`src/rtl/gtd_pkg.sv`:
```
// Shared types and constants for the graph twin detector.
// No dependencies; used by the interfaces, the cell and the top level.
package gtd_pkg;

  localparam int ROW_W   = 64;
  localparam int VIDX_W  = 6;
  localparam int CNT_W   = 7;
  localparam int OP_W    = 2;

  localparam logic [OP_W-1:0] OP_CLEAR = 2'd0;
  localparam logic [OP_W-1:0] OP_ADD   = 2'd1;
  localparam logic [OP_W-1:0] OP_QUERY = 2'd2;

  // Work token that walks down the cell row, one cell per cycle.
  typedef struct packed {
    logic              valid;
    logic [OP_W-1:0]   op;
    logic [VIDX_W-1:0] qv;
    logic [ROW_W-1:0]  data;    // member mask on add, row of the query vertex on query
    logic [ROW_W-1:0]  result;
  } gtd_token_t;

endpackage

```
`src/rtl/gtd_cell.sv`:
```
// One adjacency cell: holds the row of vertex IDX and acts on the passing token.
// Depends on gtd_pkg.
module gtd_cell
  import gtd_pkg::*;
#(
  parameter int IDX = 0
) (
  input  logic             clk,
  input  logic             rst,
  input  logic [ROW_W-1:0] vmask,
  input  gtd_token_t       tok_in,
  output gtd_token_t       tok_out
);

  localparam logic [VIDX_W-1:0] MyIdx = VIDX_W'(IDX);
  localparam logic [ROW_W-1:0]  MyBit = ROW_W'(1) << IDX;

  logic [ROW_W-1:0] row;
  logic [ROW_W-1:0] row_next;
  logic [ROW_W-1:0] row_m;
  logic [ROW_W-1:0] qbit;
  gtd_token_t       tok_next;

  assign row_m = row & vmask;
  assign qbit  = ROW_W'(1) << tok_in.qv;

  always_comb begin
    row_next = row;
    tok_next = tok_in;
    if (tok_in.valid) begin
      unique case (tok_in.op)
        OP_CLEAR: row_next = '0;
        OP_ADD: begin
          if (tok_in.data[IDX]) row_next = row | (tok_in.data & ~MyBit);
        end
        OP_QUERY: begin
          // pick up the query row here; later cells compare against it
          if (tok_in.qv == MyIdx) tok_next.data = row_m;
          if (MyIdx > tok_in.qv && vmask[IDX] &&
              (tok_in.data & ~MyBit) == (row_m & ~qbit)) begin
            tok_next.result = tok_in.result | MyBit;
          end
        end
        default: ;
      endcase
    end
  end

  always_ff @(posedge clk) begin
    if (rst) begin
      row     <= '0;
      tok_out <= '0;
    end else begin
      row     <= row_next;
      tok_out <= tok_next;
    end
  end

endmodule
```
`config.mk`:
```
export PLATFORM = sky130hd
export DESIGN_NAME = gtd_cell
export DESIGN_NICKNAME = d
export VERILOG_FILES = /design/src/rtl/gtd_pkg.sv /design/src/rtl/gtd_cell.sv
export SDC_FILE = /design/constraint.sdc
export NUM_CORES = 1
export LEC_CHECK = 0
export ABC_AREA = 1
export ABC_CLOCK_PERIOD_IN_PS = 1000
export BUFFER_PORTS_ARGS = -buffer_cell sky130_fd_sc_hd__buf_2
export CAP_MARGIN = 20
export CORE_UTILIZATION = 30
export CTS_CLUSTER_DIAMETER = 120
export DETAILED_ROUTE_END_ITERATION = 10
export PLACE_DENSITY = 0.63
export SETUP_SLACK_MARGIN = 0.1
export SLEW_MARGIN = 25
export SYNTH_ARGS = -nofsm -noshare
export SYNTH_HDL_FRONTEND = slang
export SYNTH_SLANG_ARGS = --single-unit
```
`constraint.sdc`:
```
create_clock -name clk -period 1 [get_ports clk]
set_clock_uncertainty 0.05 [all_clocks]
set_input_delay 0.1 -clock clk [delete_from_list [all_inputs] [get_ports clk]]
set_output_delay 0.1 -clock clk [all_outputs]
set_load 0.1 [all_outputs]
```
==> qor.yml <==
design.portCount: 340
drv_slew: 0
htree_num_levels: 4
post_route_cells_drive_above_1_share_pct: 39.9
floorplan.die_area_um2: 23900
ys.warnings.count: 0
synth_seq_cells: 200
critical_path_class: "flip-flop to output pin"
detail_route.vias_per_cell: 4.56
initialDrtViolationCount: 471
drtAntennaViolNets: 0
synthDominantAreaCellType: "sky130_fd_sc_hd__dfxtp_1"
cp-start-kind: "flip-flop"
hold_viol: 0
status: "finished, violations left"
syn2layout_area_growth_pct: 112
grt_first_pass_wirelength_mm: 42.1
finalCriticalPeriod_ps: 1140
cp_max_fo: 1
worst-endpoint-required_ps: 850
start_util_pct: 30.7
placer_congestion_estimate: 0.816
final.setup.worst_slack_ps: -137
insertedDiodeCount: 0
clk_transition_reported_paths_ps: 80
synth_area_leaders: "sky130_fd_sc_hd__dfxtp_1, sky130_fd_sc_hd__nand2_1, sky130_fd_sc_hd__nor2_1, sky130_fd_sc_hd__inv_1, sky130_fd_sc_hd__a21oi_1"
worst_path_dominant_cell_family: "flip-flops"
detailedPlacementHpwl_mm: 16.8
die_h_um: 154
static-leakage-power_nw: 6.79
max_stage_delay_ps: 370
netlist-cell-type-count: 16
die_width_um: 154
grt_antenna_before_repair: 0
cts-root-buf: "sky130_fd_sc_hd__clkbuf_16"
hold-worst-slack_ps: 99.9
seq_area_frac_synth_pct: 57.4
layout.cell_area.non_filler_um2: 14800
grt_use_total_pct: 23.0
synth_fp_nets: 1137
netlist_instances: 934
first_global_vias: 8276
fmax_mhz: 879
critical_path.cell_chain: "buf_12"
vdd_ir_drop_max_mv: 1.09
placeableCoreArea_um2: 22700
hold_path.class: "input port to flip-flop"
vias: 8204
cellPowerDensity_nw_per_um2: 1440
firstDrtPassIters: 5
cts_max_path_buffers: 2
dpl-instance-area_um2: 11600
cts_tree: "yes"
clock_sink_count: 200
postSynthAreaPerCell_um2: 7.46
finalSetupViolCount: 137
layout.nets: 1703
routed_length_per_instance_um: 16.7
maximum_number_of_pins_on_one_net_before_global_route_repair: 48
timing.max_slew.rel_slack_pct: 66.2
fin_crit_sh_pct: 114
grt-ovfl-total: 0
syn-cell-area_um2: 6970
routed_wl_mm: 30.1
core.rowCount: 55
place.port_buffers: 338
failed_checks: "setup timing"
cp_slowest_cell: "sky130_fd_sc_hd__dfxtp_2"
drv.max_cap_violation_count: 0
clkLatencyLatePin_ps: 440
yosys_top_cell_area_share_pct: 57.4
drc_errors: 0
critPathArrivalTime_ps: 990
worst_slew_pin_slew_ps: 507
crit_buf_inv: 1
endpoint_kind: "output pin"
numCtsBuffers: 17
rsz0062_at_grt: "true"
-- layout make-up --
class / count / area [um^2]
sequential: 200 / 4180
tap: 285 / 357
fill: 1633 / 7930
inverter: 160 / 628
clock buffer: 19 / 443
multi-input combinational: 531 / 2390
timing repair buffer: 590 / 6650
clock inverter: 13 / 133
-- synthesized netlist by cell type (all sizes together) --
library cell  instances
a21oi                64
inv                 160
buf                  28
nand3                55
nor2                206
nor3                  1
dfxtp               200
nand2               204
clkbuf               15
o21ai                 1
-- power by group --
part           internal [mW]  switching, mW  leakage, nW
Sequential              8.43          0.311         1.69
Clock                   3.39           3.49        0.279
Combinational           2.35           3.31         4.82
-- repair_timing --
| item | CTS | global route |
|---|---|---|
| gates cloned | 2 | 12 |
| pin swaps | 4 | 31 |
| endpoints found under the hold margin | 199 | 0 |
| hold buffers | 199 | 0 |
| resized for setup | 8 | 61 |
| endpoints found under the setup margin | 145 | 190 |
| buffers inserted | 3 | 3 |
-- stage by stage --
step	setup slack [ps]	utilization [%]	total power, mW	TNS [ps]	std cells
floorplan	-7.99	-	11.6	-247	934
global placement	-342	50.9	13.7	-33840	1547
detailed placement	-388	50.9	13.7	-36240	1547
CTS	-154	62.7	21.2	-17450	1783
global route	-170	65.1	22.0	-19360	1798
finish	-137	65.1	21.3	-14130	1798
-- path summary, 6_finish.rpt --
kind | startpoint | endpoint | slack, ps | cells after the start
worst max-delay path | tok_out[1]$_SDFF_PP0_ | tok_out[1] | -140 | 1
worst min-delay path | tok_in[135] | tok_out[135]$_SDFF_PP0_ | 100 | 5
worst max register to register | row[13]$_SDFFE_PP0P_ | tok_out[77]$_SDFF_PP0_ | 90 | 4
worst min register to register | row[57]$_SDFFE_PP0P_ | row[57]$_SDFFE_PP0P_ | 400 | 2
-- registers in the layout, summed over array words and instances, names as in the netlist --
signal and count:
tok_out 137, row 63
-- metal layers --
layer	track usage, %	vias up	part of all wire, %
met5	0	-	0
met4	13.3	0	5.3
met3	6.67	116	8.3
met2	42.3	457	51
met1	23.1	3746	35
li1	-	3885	-
-- layout by cell type (no fill, tap or decap) --
| master | netlist | layout |
|---|---|---|
| sky130_fd_sc_hd__a21oi_4 | 0 | 1 |
| sky130_fd_sc_hd__nand3_2 | 0 | 1 |
| sky130_fd_sc_hd__inv_4 | 0 | 1 |
| sky130_fd_sc_hd__clkinv_4 | 0 | 3 |
| sky130_fd_sc_hd__buf_6 | 0 | 6 |
| sky130_fd_sc_hd__nand2_1 | 204 | 200 |
| sky130_fd_sc_hd__buf_12 | 0 | 155 |
| sky130_fd_sc_hd__inv_12 | 0 | 1 |
| sky130_fd_sc_hd__inv_6 | 0 | 5 |
| sky130_fd_sc_hd__clkbuf_16 | 0 | 27 |
| sky130_fd_sc_hd__o21ai_4 | 0 | 1 |
| sky130_fd_sc_hd__clkinvlp_4 | 0 | 1 |
| sky130_fd_sc_hd__clkinv_8 | 0 | 3 |
| sky130_fd_sc_hd__buf_2 | 17 | 197 |
| sky130_fd_sc_hd__inv_2 | 3 | 3 |
| sky130_fd_sc_hd__nand3_1 | 55 | 54 |
| sky130_fd_sc_hd__inv_8 | 0 | 2 |
| sky130_fd_sc_hd__clkbuf_1 | 15 | 1 |
| sky130_fd_sc_hd__nor2_4 | 2 | 23 |
| sky130_fd_sc_hd__a21oi_1 | 63 | 63 |
| sky130_fd_sc_hd__dlygate4sd3_1 | 0 | 199 |
| sky130_fd_sc_hd__dfxtp_4 | 0 | 1 |
| sky130_fd_sc_hd__nand2_2 | 0 | 1 |
| sky130_fd_sc_hd__dfxtp_2 | 0 | 136 |
| sky130_fd_sc_hd__buf_4 | 5 | 19 |
| sky130_fd_sc_hd__dfxtp_1 | 200 | 63 |
| sky130_fd_sc_hd__buf_16 | 0 | 4 |
| sky130_fd_sc_hd__clkbuf_8 | 0 | 1 |
| sky130_fd_sc_hd__nor2_1 | 203 | 175 |
| sky130_fd_sc_hd__inv_1 | 157 | 154 |
| sky130_fd_sc_hd__nor2_2 | 1 | 8 |
| sky130_fd_sc_hd__nand2_4 | 0 | 3 |
| sky130_fd_sc_hd__nor3_2 | 0 | 1 |
-- logic make-up (layout without fill, tap and decap cells) --
logic type | count (synthesis) | after routing | share of synthesized area, %
buffers and inverters | 203 | 782 | 11.5
AOI/OAI and AO/OA | 65 | 65 | 4.72
and+or+nand+nor | 466 | 466 | 26.3
DFF | 200 | 200 | 57.4
Note: power is estimated with default switching activity, not from simulation.
